### src/lsr_divider.sv
// pipelined restoring divider, one quotient bit per stage
`timescale 1ns / 1ps
`default_nettype none
module lsr_divider #(
   parameter int DVD_W  = 24,
   parameter int DVS_W  = 26,
   parameter int QUO_W  = 13,
   parameter int SIDE_W = 1
) (
   input  wire logic              clock,
   input  wire logic              reset,
   input  wire logic              enable,
   input  wire logic              in_valid,
   input  wire logic [DVD_W-1:0]  in_dividend,
   input  wire logic [DVS_W-1:0]  divisor,
   input  wire logic [SIDE_W-1:0] in_side,
   output logic                   out_valid,
   output logic [QUO_W-1:0]       out_quotient,
   output logic [DVD_W-1:0]       out_remainder,
   output logic [SIDE_W-1:0]      out_side
);
   localparam int CW = DVS_W + QUO_W;

   logic [QUO_W-1:0] valid_ff;
   logic [DVD_W-1:0]  rem_ff  [QUO_W];
   logic [QUO_W-1:0]  quo_ff  [QUO_W];
   logic [SIDE_W-1:0] side_ff [QUO_W];

   for (genvar s = 0; s < QUO_W; s++) begin : g_stage
      localparam int BIT = QUO_W - 1 - s;
      logic              prev_valid;
      logic [DVD_W-1:0]  prev_rem;
      logic [QUO_W-1:0]  prev_quo;
      logic [SIDE_W-1:0] prev_side;
      logic [CW-1:0]     trial;
      logic              take;
      logic [DVD_W-1:0]  rem_in;
      logic [QUO_W-1:0]  quo_in;

      // stage input from the port or the stage before
      if (s == 0) begin : g_first
         assign prev_valid = in_valid;
         assign prev_rem   = in_dividend;
         assign prev_quo   = '0;
         assign prev_side  = in_side;
      end else begin : g_next
         assign prev_valid = valid_ff[s-1];
         assign prev_rem   = rem_ff[s-1];
         assign prev_quo   = quo_ff[s-1];
         assign prev_side  = side_ff[s-1];
      end

      // trial subtract of the shifted divisor
      always_comb begin
         trial       = CW'(divisor) << BIT;
         take        = CW'(prev_rem) >= trial;
         rem_in      = take ? (prev_rem - trial[DVD_W-1:0]) : prev_rem;
         quo_in      = prev_quo;
         quo_in[BIT] = take;
      end

      always_ff @(posedge clock) begin
         if (reset) begin
            valid_ff[s] <= 1'b0;
         end else if (enable) begin
            valid_ff[s] <= prev_valid;
         end
      end

      always_ff @(posedge clock) begin
         if (enable) begin
            rem_ff[s]  <= rem_in;
            quo_ff[s]  <= quo_in;
            side_ff[s] <= prev_side;
         end
      end
   end

   assign out_valid     = valid_ff[QUO_W-1];
   assign out_quotient  = quo_ff[QUO_W-1];
   assign out_remainder = rem_ff[QUO_W-1];
   assign out_side      = side_ff[QUO_W-1];
endmodule
`default_nettype wire

### config.mk
export PLATFORM = sky130hd
export DESIGN_NAME = lsr_divider
export DESIGN_NICKNAME = d
export VERILOG_FILES = /design/src/lsr_divider.sv
export SDC_FILE = /design/constraint.sdc
export NUM_CORES = 1
export LEC_CHECK = 0
export ABC_AREA = 1
export BUFFER_PORTS_ARGS = -buffer_cell sky130_fd_sc_hd__buf_2
export CAP_MARGIN = 20
export CORE_UTILIZATION = 30
export DETAILED_ROUTE_END_ITERATION = 7
export GPL_TIMING_DRIVEN = 0
export PLACE_DENSITY = 0.44
export SLEW_MARGIN = 40
export SYNTH_ARGS = -nofsm -noshare
export SYNTH_HDL_FRONTEND = slang
export SYNTH_SLANG_ARGS = --single-unit
### constraint.sdc
create_clock -name clock -period 6.14 [get_ports clock]
set_clock_uncertainty 0.1 [all_clocks]
set_input_delay 0.921 -clock clock [delete_from_list [all_inputs] [get_ports clock]]
set_output_delay 0.921 -clock clock [all_outputs]
set_load 0.05 [all_outputs]
==> results.sh <==
export IMPL_status="completed"
export IMPL_ys_seq_elements=429
export IMPL_postSynthAreaPerCell_um2=7.49
export IMPL_max_cap_violations=0
export IMPL_yosys_area_top_type="edfxtp_1"
export IMPL_hold_depth=0
export IMPL_timing_reg2reg_worst_path_depth=12
export IMPL_clkLatencyLatePin_ns=0.67
export IMPL_cts_buffer_depth=3
export IMPL_detail_route_iter0_violations=1908
export IMPL_cts_hold_buf=0
export IMPL_netlist_top_cells_area="edfxtp_1 39%, nand2_1 19%, ha_1 9.2%, inv_1 6.5%, nand4_1 5.1%"
export IMPL_slew_violations=0
export IMPL_post_route_min_period_ns=3.59
export IMPL_hold_viol_final=0
export IMPL_synthesis_instances=4253
export IMPL_post_cts_buffers=0
export IMPL_yosysWarnings=0
export IMPL_peakVddDrop_uv=209
export IMPL_groute_usage_overall_pct=20.2
export IMPL_dr_total_vias=28200
export IMPL_cts_max_level=2
export IMPL_final_layout_size_suffix_gt1_share_pct=6.88
export IMPL_synth_main_ff_cell="edfxtp_1"
export IMPL_tightestPinTransition_ns=0.812
export IMPL_diodes=0
export IMPL_end_kind="register"
export IMPL_cts_sink_count=429
export IMPL_clk_transition_reported_paths_ns=0.06
export IMPL_tritoncts_clock_tree="yes"
export IMPL_maximum_number_of_pins_on_one_net_before_global_route_repair=74
export IMPL_cts_root_buffer_cell="clkbuf_16"
export IMPL_tritoncts_num_buffers=56
export IMPL_synth_nets=4555
export IMPL_grt_pass1_vias=27000
export IMPL_grt_antenna_before_repair=7
export IMPL_fin_ws_ns=2.55
export IMPL_floorplan_initialDensity_pct=30.2
export IMPL_fp_coreArea_um2=105000
export IMPL_setup_tns_ns=0
export IMPL_crit_path_max_incr_delay_ns=0.62
export IMPL_final_seq_area_um2=12800
export IMPL_antenna_left=0
export IMPL_fillCellCount=11100
export IMPL_critical_path_peak_fanout=10
export IMPL_global_route_wire_length_before_repair_um=164000
export IMPL_port_buffers=93
export IMPL_drt_pass1_iterations=6
export IMPL_syn2layout_area_growth_pct=14.2
export IMPL_critPathKind="input pin to register"
export IMPL_timing_critical_path_arrival_ns=3.89
export IMPL_boundaryPins=94
export IMPL_grt_setup_unrepaired="false"
export IMPL_cp_top_family="buffers and inverters"
export IMPL_placement_setup_worst_slack_ns=1.88
export IMPL_grt_ovf=0
export IMPL_synth_seq_area_share_pct=40.1
export IMPL_multiInputGateArea_um2=16600
export IMPL_critical_path_slowest_cell="inv_1"
export IMPL_mappedNetlistArea_um2=31800
export IMPL_critical_path_cell_by_cell="buf_2, inv_1, ha_1, nand2_1, inv_1, nand2_1, nand2_1, inv_1, nand2_1, a21oi_2, nand3_2, buf_4, nand2_1, nand2_1"
export IMPL_cp_num_cells=14
export IMPL_max_freq_ghz=0.279
export IMPL_die_w_um=328
export IMPL_min_delay_path_class="register to register"
export IMPL_cts_repair_resized=0
export IMPL_pwr_cell_area_nw_per_um2=246
export IMPL_setup_violations=0
export IMPL_yosysUniqueCellTypes=42
export IMPL_synth_edf_count=416
export IMPL_cellLeakagePower_nw=17.4
export IMPL_netlist_area_leader_share_pct=39.2
export IMPL_hpwl_um=82900
export IMPL_fp_row_count=119
export IMPL_cp_buffers_inverters=5
export IMPL_required_ns=6.44
export IMPL_detail_route_wl_per_cell_um=18.7
export IMPL_setup_worst_path_start_class="input pin"
export IMPL_floorplan_die_area_um2=107000
export IMPL_drt_total_wl_um=109000
export IMPL_design_final_nets=4720
export IMPL_post_drt_via_cell_ratio=4.82
export IMPL_post_route_drc_count=0
export IMPL_async_flop_share_pct=0
export IMPL_period_share_pct=58.5
export IMPL_timing_slew_headroom_pct=45.8
export IMPL_floorplan_die_height_um=328
export IMPL_gp_routability_congestion=0.892
export IMPL_timing_critical_path_mode_cell="nand2_1"
cell type report:
cell class	instances	area share [%]
clock inverter	32	1.03
buffer	78	1.12
multi-input combinational	3188	45.6
clock buffer	72	4.22
timing repair buffer	107	2.29
inverter	558	5.82
tap	1391	4.79
sequential	429	35.1
per-layer routing:
metal  global-route usage (%)  vias up  wire length, um
met5                        0        -                0
met4                     6.39        0             3180
met3                     1.97      128             4550
met2                     33.0      626            49500
met1                     27.9    13000            52000
li1                         -    14500                -
synthesized netlist by cell type (33+ instances only):
| master | count |
|---|---|
| a21oi_1 | 174 |
| clkbuf_1 | 33 |
| edfxtp_1 | 416 |
| ha_1 | 234 |
| inv_1 | 549 |
| nand2_1 | 1612 |
| nand3_1 | 254 |
| nand4_1 | 259 |
| nor2_1 | 302 |
| nor3_1 | 46 |
| o21ai_0 | 62 |
| xor2_1 | 90 |
power by group:
part | total [W] | leakage [nW] | internal (W) | switching (W)
clock network | 0.00342 | 0.916 | 0.00203 | 0.00139
registers | 0.00355 | 4.20 | 0.00343 | 0.000120
logic | 0.00199 | 12.2 | 0.000650 | 0.00134
total | 0.00896 | 17.4 | 0.00610 | 0.00285
state kept, by name, summed over array words and instances, names as in the netlist:
register / count
rem_ff: 312
quo_ff: 91
side_ff: 13
g_stage.prev_valid: 12
out_valid: 1
cells in the final DEF (no fill, tap or decap), drive strengths merged, types with 13 or more instances in the layout:
cell type,instances
edfxtp,416
dfxtp,13
xor2,90
nand4,259
a21oi,177
clkinv,17
clkbuf,106
fa,13
nand3b,28
nand2,1623
nor3,49
ha,234
o21ai,62
o21bai,15
nor2,311
inv,561
nand3,269
buf,151
xnor2,19
cell families after synthesis:
| group | Yosys count | share of synthesized area, % |
|---|---|---|
| XOR/XNOR | 109 | 3.00 |
| flip-flops | 429 | 40.1 |
| AND/OR/NAND/NOR | 2566 | 34.7 |
| adder cells (fa/ha/maj) | 247 | 10.0 |
| AO/OA/AOI/OAI | 266 | 4.41 |
| buffers and inverters | 636 | 7.86 |
worst paths after layout:
path | from | to | slack [ns]
min reg2reg | quo_ff[7][7] | quo_ff[8][7] | 0.31
min | quo_ff[7][7] | quo_ff[8][7] | 0.31
max | divisor[17] | rem_ff[1][96] | 2.55
max reg2reg | rem_ff[1][84] | rem_ff[1][96] | 3.20
metrics by stage:
| step | power (W) | std cells | area [um^2] | util (%) | hold WS [ns] |
|---|---|---|---|---|---|
| 6_report | 0.00896 | 5855 | 36300 | 34.5 | 0.306 |
| 5_1_grt | 0.00945 | 5855 | 36300 | 34.5 | 0.296 |
| 4_1_cts | 0.00909 | 5855 | 36300 | 34.5 | 0.283 |
| 3_5_place_dp | 0.00560 | 5751 | 34400 | 32.7 | 0.305 |
| 3_3_place_gp | 0.00561 | 5737 | 34000 | 32.3 | 0.301 |
| 2_1_floorplan | 0.00493 | 4253 | 31800 | - | 0.300 |
No activity file was read; power rests on OpenSTA's default activity.
