===== config.mk =====
export PLATFORM = sky130hd
export DESIGN_NAME = lsr_emitter
export DESIGN_NICKNAME = d
export VERILOG_FILES = /design/src/lsr_pkg.sv /design/src/lsr_emitter.sv
export SDC_FILE = /design/constraint.sdc
export NUM_CORES = 1
export LEC_CHECK = 0
export BUFFER_PORTS_ARGS = -buffer_cell sky130_fd_sc_hd__buf_2
export CORE_AREA = 10 10 163 165
export DETAILED_ROUTE_END_ITERATION = 10
export DIE_AREA = 0 0 173 175
export PLACE_DENSITY = 0.75
export SLEW_MARGIN = 30
export SYNTH_ARGS = -nofsm -noshare
export SYNTH_HDL_FRONTEND = slang
export SYNTH_SLANG_ARGS = --single-unit

===== constraint.sdc =====
create_clock -name clock -period 4.4 [get_ports clock]
set_clock_uncertainty 0.05 [all_clocks]
set_input_delay 0.44 -clock clock [delete_from_list [all_inputs] [get_ports clock]]
set_output_delay 0.44 -clock clock [all_outputs]
set_load 0.02 [all_outputs]

===== src/lsr_pkg.sv =====
// shared types, constants and helpers of the stencil row generator
`timescale 1ns / 1ps
`default_nettype none
package lsr_pkg;

   localparam int ROW_W     = 24;
   localparam int GRID_W    = 13;
   localparam int VAL_W     = 32;
   localparam int CSR_W     = 3;
   localparam int PLANE_W   = 2 * GRID_W;
   localparam int TOTAL_W   = 3 * GRID_W;
   localparam int WIDE_W    = VAL_W + 2;
   localparam int FRAC_BITS = 16;
   localparam longint ROW_LIMIT = 64'd16777216;
   localparam int LIMIT_W   = 31;

   // entry slots in emit order
   localparam int ENT_N    = 7;
   localparam int ENT_ZM   = 0;
   localparam int ENT_ZP   = 1;
   localparam int ENT_YM   = 2;
   localparam int ENT_YP   = 3;
   localparam int ENT_XM   = 4;
   localparam int ENT_XP   = 5;
   localparam int ENT_DIAG = 6;
   localparam int SEL_W    = 3;

   localparam logic signed [WIDE_W-1:0] ONE_Q  = WIDE_W'(1) << FRAC_BITS;
   localparam logic signed [WIDE_W-1:0] FOUR_Q = WIDE_W'(4) << FRAC_BITS;
   localparam logic signed [WIDE_W-1:0] SIX_Q  = WIDE_W'(6) << FRAC_BITS;

   // register indexes of the write port
   typedef enum logic [CSR_W-1:0] {
      CSR_GRID_X     = 3'd0,
      CSR_GRID_Y     = 3'd1,
      CSR_GRID_Z     = 3'd2,
      CSR_ALPHA_X    = 3'd3,
      CSR_ALPHA_Y    = 3'd4,
      CSR_ALPHA_Z    = 3'd5,
      CSR_DIAG_SHIFT = 3'd6
   } lsr_csr_type;

   typedef logic [ENT_N-1:0][VAL_W-1:0] lsr_vals_type;

   // decoded row handed to the emitter
   typedef struct packed {
      logic [ROW_W-1:0]  row;
      logic [GRID_W-1:0] k;
      logic [GRID_W-1:0] i;
      logic [GRID_W-1:0] j;
      logic              ok;
   } lsr_coord_type;

   // clamp a wide signed value to the 32-bit range
   function automatic logic [VAL_W-1:0] sat_value(input logic signed [WIDE_W-1:0] v);
      logic signed [WIDE_W-1:0] hi;
      logic signed [WIDE_W-1:0] lo;
      hi = WIDE_W'(33'sh0_7FFF_FFFF);
      lo = -(WIDE_W'(34'sh0_8000_0000));
      if (v > hi) begin
         return {1'b0, {(VAL_W-1){1'b1}}};
      end else if (v < lo) begin
         return {1'b1, {(VAL_W-1){1'b0}}};
      end
      return v[VAL_W-1:0];
   endfunction

   function automatic logic signed [WIDE_W-1:0] sext_value(input logic [VAL_W-1:0] v);
      return {{(WIDE_W-VAL_W){v[VAL_W-1]}}, v};
   endfunction

endpackage
`default_nettype wire


===== src/lsr_emitter.sv =====
// walks the neighbor list of one decoded row and drives the result register
`timescale 1ns / 1ps
`default_nettype none
module lsr_emitter (
   input  wire logic                  clock,
   input  wire logic                  reset,
   input  wire logic                  load_valid,
   input  wire lsr_pkg::lsr_coord_type load,
   output logic                       load_ready,
   input  wire logic [lsr_pkg::GRID_W-1:0]  grid_x,
   input  wire logic [lsr_pkg::GRID_W-1:0]  grid_y,
   input  wire logic [lsr_pkg::GRID_W-1:0]  grid_z,
   input  wire logic [lsr_pkg::PLANE_W-1:0] plane,
   input  wire lsr_pkg::lsr_vals_type        vals,
   output logic        rsp_tvalid,
   input  wire logic   rsp_tready,
   output logic [79:0] rsp_tdata,  // row_out, col_out, entry_value
   output logic        rsp_tuser,  // row_valid
   output logic        rsp_tlast   // last_entry
);
   import lsr_pkg::*;

   logic                 busy_ff, busy_in;
   logic [ENT_N-1:0]     mask_ff, mask_in;
   logic [ROW_W-1:0]     row_ff, row_in;
   logic                 ok_ff, ok_in;
   logic                 valid_ff, valid_in;
   logic [79:0]          data_ff, data_in;
   logic                 user_ff, user_in;
   logic                 last_ff, last_in;

   logic                 out_free;
   logic [SEL_W-1:0]     sel;
   logic [ENT_N-1:0]     rest;
   logic                 is_last;
   logic [ROW_W-1:0]     col;
   logic [VAL_W-1:0]     value;
   logic [ENT_N-1:0]     new_mask;
   logic [GRID_W:0]      k_next, i_next, j_next;

   // lowest pending slot and what remains after it
   always_comb begin
      sel = SEL_W'(ENT_DIAG);
      for (int e = ENT_N - 1; e >= 0; e--) begin
         if (mask_ff[e]) begin
            sel = SEL_W'(e);
         end
      end
      rest      = mask_ff;
      rest[sel] = 1'b0;
      is_last   = (rest == '0);
   end

   // column and value of the selected slot
   always_comb begin
      case (sel)
         SEL_W'(ENT_ZM): col = row_ff - plane[ROW_W-1:0];
         SEL_W'(ENT_ZP): col = row_ff + plane[ROW_W-1:0];
         SEL_W'(ENT_YM): col = row_ff - ROW_W'(grid_x);
         SEL_W'(ENT_YP): col = row_ff + ROW_W'(grid_x);
         SEL_W'(ENT_XM): col = row_ff - ROW_W'(1);
         SEL_W'(ENT_XP): col = row_ff + ROW_W'(1);
         default:        col = row_ff;
      endcase
      value = vals[sel];
      if (!ok_ff) begin
         col   = '0;
         value = '0;
      end
   end

   // neighbor presence of an incoming row
   always_comb begin
      k_next = {1'b0, load.k} + 1'b1;
      i_next = {1'b0, load.i} + 1'b1;
      j_next = {1'b0, load.j} + 1'b1;
      new_mask           = '0;
      new_mask[ENT_DIAG] = 1'b1;
      if (load.ok) begin
         new_mask[ENT_ZM] = (load.k != '0);
         new_mask[ENT_ZP] = (k_next < {1'b0, grid_z});
         new_mask[ENT_YM] = (load.i != '0);
         new_mask[ENT_YP] = (i_next < {1'b0, grid_y});
         new_mask[ENT_XM] = (load.j != '0);
         new_mask[ENT_XP] = (j_next < {1'b0, grid_x});
      end
   end

   assign out_free   = !valid_ff || rsp_tready;
   assign load_ready = !busy_ff || (out_free && is_last);

   // sequencing of entries into the result register
   always_comb begin
      busy_in  = busy_ff;
      mask_in  = mask_ff;
      row_in   = row_ff;
      ok_in    = ok_ff;
      valid_in = valid_ff && !rsp_tready;
      data_in  = data_ff;
      user_in  = user_ff;
      last_in  = last_ff;
      if (busy_ff && out_free) begin
         valid_in = 1'b1;
         data_in  = {value, col, row_ff};
         user_in  = ok_ff;
         last_in  = is_last;
         mask_in  = rest;
         busy_in  = !is_last;
      end
      if (load_valid && load_ready) begin
         busy_in = 1'b1;
         mask_in = new_mask;
         row_in  = load.row;
         ok_in   = load.ok;
      end
   end

   always_ff @(posedge clock) begin
      if (reset) begin
         busy_ff  <= 1'b0;
         valid_ff <= 1'b0;
      end else begin
         busy_ff  <= busy_in;
         valid_ff <= valid_in;
      end
   end

   always_ff @(posedge clock) begin
      mask_ff <= mask_in;
      row_ff  <= row_in;
      ok_ff   <= ok_in;
      data_ff <= data_in;
      user_ff <= user_in;
      last_ff <= last_in;
   end

   assign rsp_tvalid = valid_ff;
   assign rsp_tdata  = data_ff;
   assign rsp_tuser  = user_ff;
   assign rsp_tlast  = last_ff;
endmodule
`default_nettype wire


==> impl_metrics.toml, run 1 <==
[yosys]
synth.avg_cell_area_um2 = 8.84
yosysWarnings = 0
synth_ff_type = "edfxtp_1"
yosysUniqueCellTypes = 64
syn_inst = 1055
synth_seq_area_share_pct = 37.0
syn-num-nets = 1481
ys_seq_elements = 116
async_flop_share_pct = 0
syn_area_um2 = 9330
synth_edf_count = 113

[clock_tree]
cts-buffers-inserted = 17
insertion_delay_ns = 0.42
cts_tree = "built"
htree_levels = 4
cts_buffer_depth = 2
cts-hold-fix-buffers = 0
cts_resized = 0
clk_pin_slew_ns = 0.06
postCtsSetupBuffers = 0
clockRootBuffer = "clkbuf_16"
clock_sinks = 116

[final_layout]
final_util_pct = 55.5
area_delta_synth_final_pct = 38.3
final_nets = 1952
final_cell_mix = "438 x buf_2, 184 x nand2_1, 113 x edfxtp_1, 84 x a21oi_1, 70 x buf_4"
finalInstanceArea_um2 = 12900
layout-drive-gt1-share_pct = 36.3
fill_cells = 2128
final_common_cell = "buf_2"

[drt]
drt_iter0_drc = 1220
post_drt_wl_per_cell_um = 21.2
drc = 0
ant_nets = 0
via_count = 10500
vias_per_cell = 5.64
routed_wirelength_um = 39500
drtPass1Iterations = 10

[timing]
slew_headroom_pct = 40.8
timing.hold.ws_ns = 0.142
period_minus_slack_ns = 4.24
rsz0062_at_grt = "false"
worst_slack_ns = 0.156
fin_tns_setup_ns = 0
post-route-period-util_pct = 96.5
report.final.slew_viol_count = 0
fmax_mhz = 236
worst_slew_pin_slew_ns = 0.888
setup_viol = 0
hold_viol_final = 0

[placed_design]
place.port_buffers = 438
gp_congestion = 0.924
pre_cts_ws_ns = -0.208
hpwl_um = 32300
placed_cell_area_um2 = 12300

[floorplan]
initial_core_util_pct = 40.1
die_area_um2 = 30300
rows = 56
fp.dieW_um = 173
ioPinCount = 441
coreArea_um2 = 23300
die_y_um = 175

[setup_path]
critPathRequiredTime_ns = 4.50
cp_slowest_cell = "or4_4"
crit_chain = "buf_2, buf_4, or4_4, or4_1, o31a_1, buf_4, nor2_1, o211ai_1, ha_1, a21oi_1, o21ai_0, a2111o_1, a31oi_1, o21bai_1, xnor2_1, o21ai_0"
worst-path-max-fanout = 5
cp.arrival_ns = 4.35
critPathCaptureType = "flip-flop"
start_kind = "input pin"
critPathMaxStageDelay_ns = 0.52
setup.worst_path.class = "input pin to flip-flop"

[power]
switchingPower_w = 0.00175
worst_ir_drop_vdd_v = 0.000280
power_frac_comb_pct = 41.1
swShare_pct = 36.2
p_leak_nw = 6.05
p_clk_share_pct = 29.0
power.share.sequential_pct = 29.9
p_int_w = 0.00308
powerDensity_nw_per_um2 = 374

[global_routing]
grt_pass1_wl_um = 58400
overflow = 0
gr-usage-all-layers_pct = 24.2
grt_pass1_vias = 10300
antenna_found_initial = 8
grt_max_degree = 51

[job]
max-cap-violations = 0

[outcome]
status = "finished clean"

[hold_path]
hold_path_class = "input pin to flip-flop"
final timing paths:
check	startpoint	end	slack, ns	cells after the start
worst max register to register	mask_ff[2]	rsp_tdata[44]	0.28	13
worst min-delay path	load[58]	row_ff[18]	0.14	1
worst max-delay path	grid_x[0]	rsp_tdata[44]	0.16	16
worst min register to register	mask_ff[6]	mask_ff[6]	0.44	2
worst max-delay path: cells and delay by family:
| kind | cells | cell delay (ns) |
|---|---|---|
| compound gates | 8 | 1.80 |
| xor+xnor | 1 | 0.17 |
| buf+inv | 3 | 0.39 |
| fa+ha+maj | 1 | 0.40 |
| simple gates | 3 | 1.15 |
synth_stat cells, drive strengths merged (6+ instances only):
| library cell | n | share of area (%) |
|---|---|---|
| edfxtp | 113 | 36 |
| nor4 | 12 | 0.80 |
| clkbuf | 47 | 1.9 |
| or3 | 7 | 0.47 |
| a2111oi | 7 | 0.86 |
| a21oi | 86 | 4.6 |
| nor3 | 24 | 1.3 |
| o211ai | 12 | 0.97 |
| nand3 | 30 | 1.6 |
| inv | 65 | 2.6 |
| nand2 | 184 | 7.4 |
| buf | 9 | 0.38 |
| a222oi | 66 | 7.1 |
| a21o | 19 | 1.5 |
| xor2 | 18 | 1.7 |
| ha | 68 | 9.1 |
| xnor2 | 41 | 3.8 |
| nand4 | 17 | 1.1 |
| and3 | 13 | 0.87 |
| nor2 | 53 | 2.1 |
| or4 | 6 | 0.52 |
| a31oi | 6 | 0.40 |
| o211a | 6 | 0.64 |
| o21ai | 47 | 2.5 |
| mux2i | 6 | 0.64 |
| o21a | 6 | 0.48 |
| nand2b | 9 | 0.60 |
| a211oi | 6 | 0.48 |
per-layer routing:
layer  vias up  global-route usage [%]  wire length (um)
met5         -                       0                19
met4         4                    8.44               939
met3        69                    6.79              3570
met2       560                    40.0             18700
met1      4876                    29.8             16300
li1       5010                       -                 -
flip-flops by register name, indices dropped and copies added (netlist names):
register,count
rsp_tuser,1
rsp_tdata,80
busy_ff,1
rsp_tvalid,1
mask_ff,7
rsp_tlast,1
row_ff,24
ok_ff,1
kinds of logic after synthesis:
| logic type | after synthesis | share of synthesized area [%] |
|---|---|---|
| and+or+nand+nor | 375 | 18.4 |
| buffers and inverters | 121 | 4.88 |
| xor gates and xnor gates | 59 | 5.54 |
| AOI/OAI and AO/OA | 307 | 24.0 |
| muxes | 7 | 0.765 |
| adders and majority gates | 70 | 9.44 |
| DFF | 116 | 37.0 |
metrics by stage:
step,cells,power (W)
3_5_place_dp,1826,0.00341
4_1_cts,1858,0.00483
6_report,1865,0.00483
2_1_floorplan,1055,0.00263
3_3_place_gp,1826,0.00338
5_1_grt,1861,0.00510
final cells by class:
cell class | instances | area, um2 | area share [%]
Multi-Input combinational cell | 818 | 5480 | 42.4
Sequential cell | 116 | 3450 | 26.8
Timing Repair Buffer | 508 | 2720 | 21.1
Clock buffer | 17 | 425 | 3.30
Tap cell | 319 | 399 | 3.09
Inverter | 65 | 245 | 1.90
Clock inverter | 15 | 171 | 1.33
Antenna cell | 7 | 17.5 | 0.136
power by group through the flow:
stage          clock, W  sequential, W  combinational (W)
3_5_place_dp          0        0.00146            0.00195
3_3_place_gp          0        0.00146            0.00192
2_1_floorplan         0        0.00155            0.00108
4_1_cts         0.00143        0.00144            0.00196
5_1_grt         0.00148        0.00145            0.00217
6_report        0.00140        0.00144            0.00199
(Power assumes the default switching activity.)
==> inputs of run 2 (changes only) <==
Settings changed: GPL_TIMING_DRIVEN from default to 0.
==> run 2 against run 1 <==
Compared with the run above: critical path depth is 2 higher; critical path type unchanged; global-route usage is 2.4 points higher; fmax is 0.24% lower; core utilization is 0.74 points lower; power is 2.7% lower; clock power is 6% lower; register-to-register slack worse by 0.07 ns.
==> impl_metrics.toml, run 2 (synthesized netlist as in run 1, its figures left out) <==
[final_layout]
final_nets = 1936
largest_reg_flops = 80
layout-drive-gt1-share_pct = 34.3
area_delta_synth_final_pct = 36.5
final_cell_mix = "439 x buf_2, 183 x nand2_1, 113 x edfxtp_1, 81 x a21oi_1, 66 x a222oi_1"
final_common_cell = "buf_2"
finalInstanceArea_um2 = 12700

[power]
powerDensity_nw_per_um2 = 369
p_leak_nw = 5.82
worst_ir_drop_vdd_v = 0.000282

[drt]
ant_nets = 0
vias_per_cell = 5.73
drt_iter0_drc = 1288
drc = 0
via_count = 10600
post_drt_wl_per_cell_um = 23.2
routed_wirelength_um = 42900
drtPass1Iterations = 7

[placed_design]
placed_cell_area_um2 = 12000
place.port_buffers = 438
hpwl_um = 35500
gp_congestion = 0.958

[floorplan]
initial_core_util_pct = 40.1
die_area_um2 = 30300
coreArea_um2 = 23300
rows = 56
fp.dieW_um = 173
ioPinCount = 441
die_y_um = 175

[timing]
rsz0062_at_grt = "true"
slew_headroom_pct = 47.0
post-route-period-util_pct = 96.7
setup_viol = 0
fmax_mhz = 235
period_minus_slack_ns = 4.25
report.final.slew_viol_count = 0
worst_slew_pin_slew_ns = 0.794
timing.hold.ws_ns = 0.137
hold_viol_final = 0

[global_routing]
gr-usage-all-layers_pct = 26.6
antenna_found_initial = 11
overflow = 0
grt_max_degree = 55
grt_pass1_wl_um = 62700
grt_pass1_vias = 10300

[setup_path]
cp.arrival_ns = 4.37
start_kind = "input pin"
r2r_slack_ns = 0.21
critPathCaptureType = "flip-flop"
setup.worst_path.class = "input pin to flip-flop"
critPathRequiredTime_ns = 4.51
worst-path-max-fanout = 7

[clock_tree]
cts_buffer_depth = 2
cts-buffers-inserted = 17
clockRootBuffer = "clkbuf_16"
clk_pin_slew_ns = 0.06
cts_tree = "built"
cts-hold-fix-buffers = 0
clock_sinks = 116
htree_levels = 4
insertion_delay_ns = 0.42

[job]
max-cap-violations = 0

[outcome]
status = "finished clean"

[hold_path]
hold_path_class = "input pin to flip-flop"
==> run 2: cell count changes in the layout (fill, tap and decap cells not counted), moves of 3 or more <==
cell,delta
buf_4,-66
clkbuf_1,+34
buf_1,+8
clkbuf_2,+6
ha_1,-4
a21oi_1,-3
a21oi_2,+3
inv_8,-3
==> run 2: final cells by class <==
cell class / instances / area [um2]
Buffer: 49 / 203
Fill cell: 2230 / 10500
Timing Repair Buffer: 443 / 2250
Clock inverter: 14 / 129
Multi-Input combinational cell: 818 / 5600
Inverter: 65 / 249
Sequential cell: 116 / 3450
Antenna cell: 8 / 20.0
Clock buffer: 18 / 429
Tap cell: 319 / 399
==> run 2: what timing repair did <==
action	in CTS	in global routing
pin swaps	2	6
gates resized for setup	21	29
setup endpoints to repair	17	11
buffers inserted	2	2
cloned	0	0
==> run 2: power breakdown <==
part           leakage [nW]  switching [W]  internal [W]
clock network         0.268       0.000535      0.000781
registers              1.12      0.0000556       0.00138
logic                  4.44        0.00118      0.000772
==> run 2: path summary, 6_finish.rpt <==
check                   from            end  depth (start not counted)
setup / recovery   grid_x[1]  rsp_tdata[46]                         18
hold / removal      load[62]     row_ff[22]                          1
setup reg to reg  mask_ff[0]  rsp_tdata[42]                         13
hold reg to reg   mask_ff[6]     mask_ff[6]                          2
==> run 2: metrics by stage <==
| step | std cells | worst slack [ns] | power, W | utilization (%) | TNS, ns |
|---|---|---|---|---|---|
| finish | 1850 | 0.146 | 0.00470 | 54.7 | 0 |
| global placement | 1812 | -1.05 | 0.00326 | 51.3 | -11.48 |
| CTS | 1841 | 0.00925 | 0.00463 | 54.1 | 0 |
| detailed placement | 1813 | -1.02 | 0.00329 | 51.4 | -11.89 |
| floorplan | 1055 | 0.0114 | 0.00263 | - | 0 |
| global route | 1848 | -0.0523 | 0.00496 | 54.7 | -0.104 |
==> run 2: worst max-delay path: stages <==
cell	delay, ns
buf_2	0.12
inv_1	0.10
ha_2	0.19
or3b_4	0.38
or3_4	0.36
or3_4	0.40
o21a_1	0.23
nor3_4	0.18
nor2_1	0.08
o211a_1	0.27
ha_1	0.41
o21a_1	0.21
o211ai_1	0.15
a21oi_1	0.07
a2111oi_2	0.34
o31ai_1	0.17
xnor2_1	0.16
o21ai_0	0.09
==> run 2: per-layer routing <==
metal  share of wire (%)  GRT usage (%)  vias up
li1                    -              -     4973
met1                  41           33.2     5060
met2                  49           44.9      512
met3                 7.8           6.40       51
met4                 1.6           7.26        6
met5                0.10              0        -
==> inputs of run 3 (changes only) <==
--- a/config.mk
+++ b/config.mk
@@ -12,3 +12,3 @@
 export GPL_TIMING_DRIVEN = 0
-export PLACE_DENSITY = 0.75
+export PLACE_DENSITY = 0.73
 export SLEW_MARGIN = 30
==> constraint.sdc (replaced) <==
create_clock -name clock -period 4.4 [get_ports clock]
set_clock_uncertainty 0.05 [all_clocks]
set_input_delay 0.88 -clock clock [delete_from_list [all_inputs] [get_ports clock]]
set_output_delay 0.88 -clock clock [all_outputs]
set_load 0.02 [all_outputs]
==> run 3 against run 2 <==
Compared with the run above: the run now ends with setup timing left; global-route usage is 0.66 points lower; sequential share of layout area is 1.2 points lower; worst hold slack better by 0.28 ns; sequential cell count stayed put; clock power is 4% higher; sequential power hardly changed; register-to-register slack worse by 0.11 ns; combinational power is 14% higher; power is 7.1% higher; critical path type unchanged.
==> impl_metrics.toml, run 3 (synthesized netlist as in run 1, its figures left out) <==
[timing]
fmax_mhz = 214
rsz0062_at_grt = "true"
report.final.slew_viol_count = 0
worst_slack_ns = -0.266
fin_tns_setup_ns = -0.775
period_minus_slack_ns = 4.67
worst_slew_pin_slew_ns = 0.691
setup_viol = 6
slew_headroom_pct = 54.0
timing.hold.ws_ns = 0.413
hold_viol_final = 0
post-route-period-util_pct = 106

[final_layout]
largest_reg_flops = 80
fill_cells = 2108
final_cell_mix = "437 x buf_2, 182 x nand2_1, 113 x edfxtp_1, 75 x a21oi_1, 66 x a222oi_1"
layout-drive-gt1-share_pct = 38.1
area_delta_synth_final_pct = 42.9
final_util_pct = 57.3
fin_cells = 1880
final_nets = 1970
final_common_cell = "buf_2"

[setup_path]
r2r_slack_ns = 0.10
start_kind = "input pin"
crit_chain = "buf_12, inv_16, ha_4, or3b_4, or3_4, or3_4, o21a_1, nor3_4, nand2_2, o211a_4, ha_4, buf_8, a21o_1, buf_4, a21o_1, a21oi_4, o221ai_2, o311a_1, a32o_1"
r2r.worst_path.cells = 16
crit-reg2reg-capture = "rsp_tdata[47]"
critPathCaptureType = "flip-flop"
setup.worst_path.class = "input pin to flip-flop"
r2r_start = "mask_ff[1]"
cp.arrival_ns = 4.79
cp_slowest_cell = "or3_4"
worst-path-max-fanout = 5
critPathMaxStageDelay_ns = 0.38
critPathRequiredTime_ns = 4.52

[power]
power.share.sequential_pct = 28.6
switchingPower_w = 0.00188
finalPower_w = 0.00503
power_frac_comb_pct = 44.2
p_int_w = 0.00315
swShare_pct = 37.3
worst_ir_drop_vdd_v = 0.000257
p_leak_nw = 6.04
powerDensity_nw_per_um2 = 377
p_clk_share_pct = 27.3

[global_routing]
grt_pass1_vias = 10200
grt_max_degree = 56
antenna_found_initial = 9
gr-usage-all-layers_pct = 25.9
grt_pass1_wl_um = 61600
overflow = 0

[drt]
via_count = 10800
drt_iter0_drc = 1387
ant_nets = 0
vias_per_cell = 5.73
drtPass1Iterations = 9
drc = 0
post_drt_wl_per_cell_um = 22.8
routed_wirelength_um = 42900

[floorplan]
rows = 56
die_area_um2 = 30300
die_y_um = 175
coreArea_um2 = 23300
initial_core_util_pct = 40.1
ioPinCount = 441
fp.dieW_um = 173

[clock_tree]
cts_tree = "built"
clockRootBuffer = "clkbuf_16"
cts-buffers-inserted = 17
clk_pin_slew_ns = 0.06
htree_levels = 4
cts-hold-fix-buffers = 0
clock_sinks = 116
cts_buffer_depth = 2
insertion_delay_ns = 0.42

[placed_design]
post-place-cells = 1813
hpwl_um = 34500
gp_congestion = 0.957
place.port_buffers = 438

[hold_path]
min_to = "rsp_tuser"
hold_path_class = "flip-flop to flip-flop"
hold_start = "ok_ff"
holdPathStages = 0

[outcome]
status = "complete, but fails checks"
violations = "setup timing"

[job]
max-cap-violations = 0
## run 3: critical path: cells and delay by family
kind | cells | cell delay (ns)
compound gates | 8 | 1.64
buf+inv | 4 | 0.42
fa+ha+maj | 2 | 0.34
simple gates | 5 | 1.52
## run 3: cell type report
| cell class | instances | area, um2 | area share, % |
|---|---|---|---|
| flip-flops and latches | 116 | 3450 | 25.9 |
| clock inverters | 14 | 154 | 1.15 |
| well taps | 319 | 399 | 2.99 |
| multi-input cells | 818 | 5840 | 43.9 |
| clock buffers | 17 | 425 | 3.19 |
| diodes | 5 | 12.5 | 0.0939 |
| plain buffers | 50 | 225 | 1.69 |
| inverters | 65 | 270 | 2.03 |
| repair buffers | 476 | 2540 | 19.1 |
## run 3: how the worst max path moves through the flow
stage                          start  cells past startpoint  slack (ns)            end
final                      grid_x[1]                     19       -0.27  rsp_tdata[45]
after global routing       grid_x[1]                     19       -0.37  rsp_tdata[45]
after CTS                  grid_x[0]                     19       -0.16  rsp_tdata[47]
after detailed placement  mask_ff[1]                     17       -0.99  rsp_tdata[45]
after global placement    mask_ff[1]                     17       -1.00  rsp_tdata[45]
after floorplan            grid_x[1]                     17       -0.31  rsp_tdata[45]
## run 3: power groups by stage
stage	Sequential, W	Combinational (W)	Clock [W]
global route	0.00145	0.00240	0.00145
finish	0.00144	0.00222	0.00137
floorplan	0.00155	0.00111	0
CTS	0.00143	0.00197	0.00139
global placement	0.00146	0.00184	0
detailed placement	0.00146	0.00187	0
## run 3: timing repair
action | 4_1_cts | 5_1_grt
gates cloned | 0 | 1
endpoints found under the setup margin | 16 | 12
resized for setup | 32 | 65
buffers inserted | 15 | 21
pin swaps | 20 | 43
## run 3: metrics by stage
step,area [um2],setup WS [ns]
finish,13300,-0.266
global route,13300,-0.367
CTS,12900,-0.161
detailed placement,12100,-0.985
global placement,12000,-1.00
floorplan,9440,-0.314
## run 3: per-layer routing
layer,GRT usage [%],part of all wire [%]
met4,7.15,2.1
met5,0,0.10
met2,43.0,48
met1,33.1,41
met3,6.10,8.6
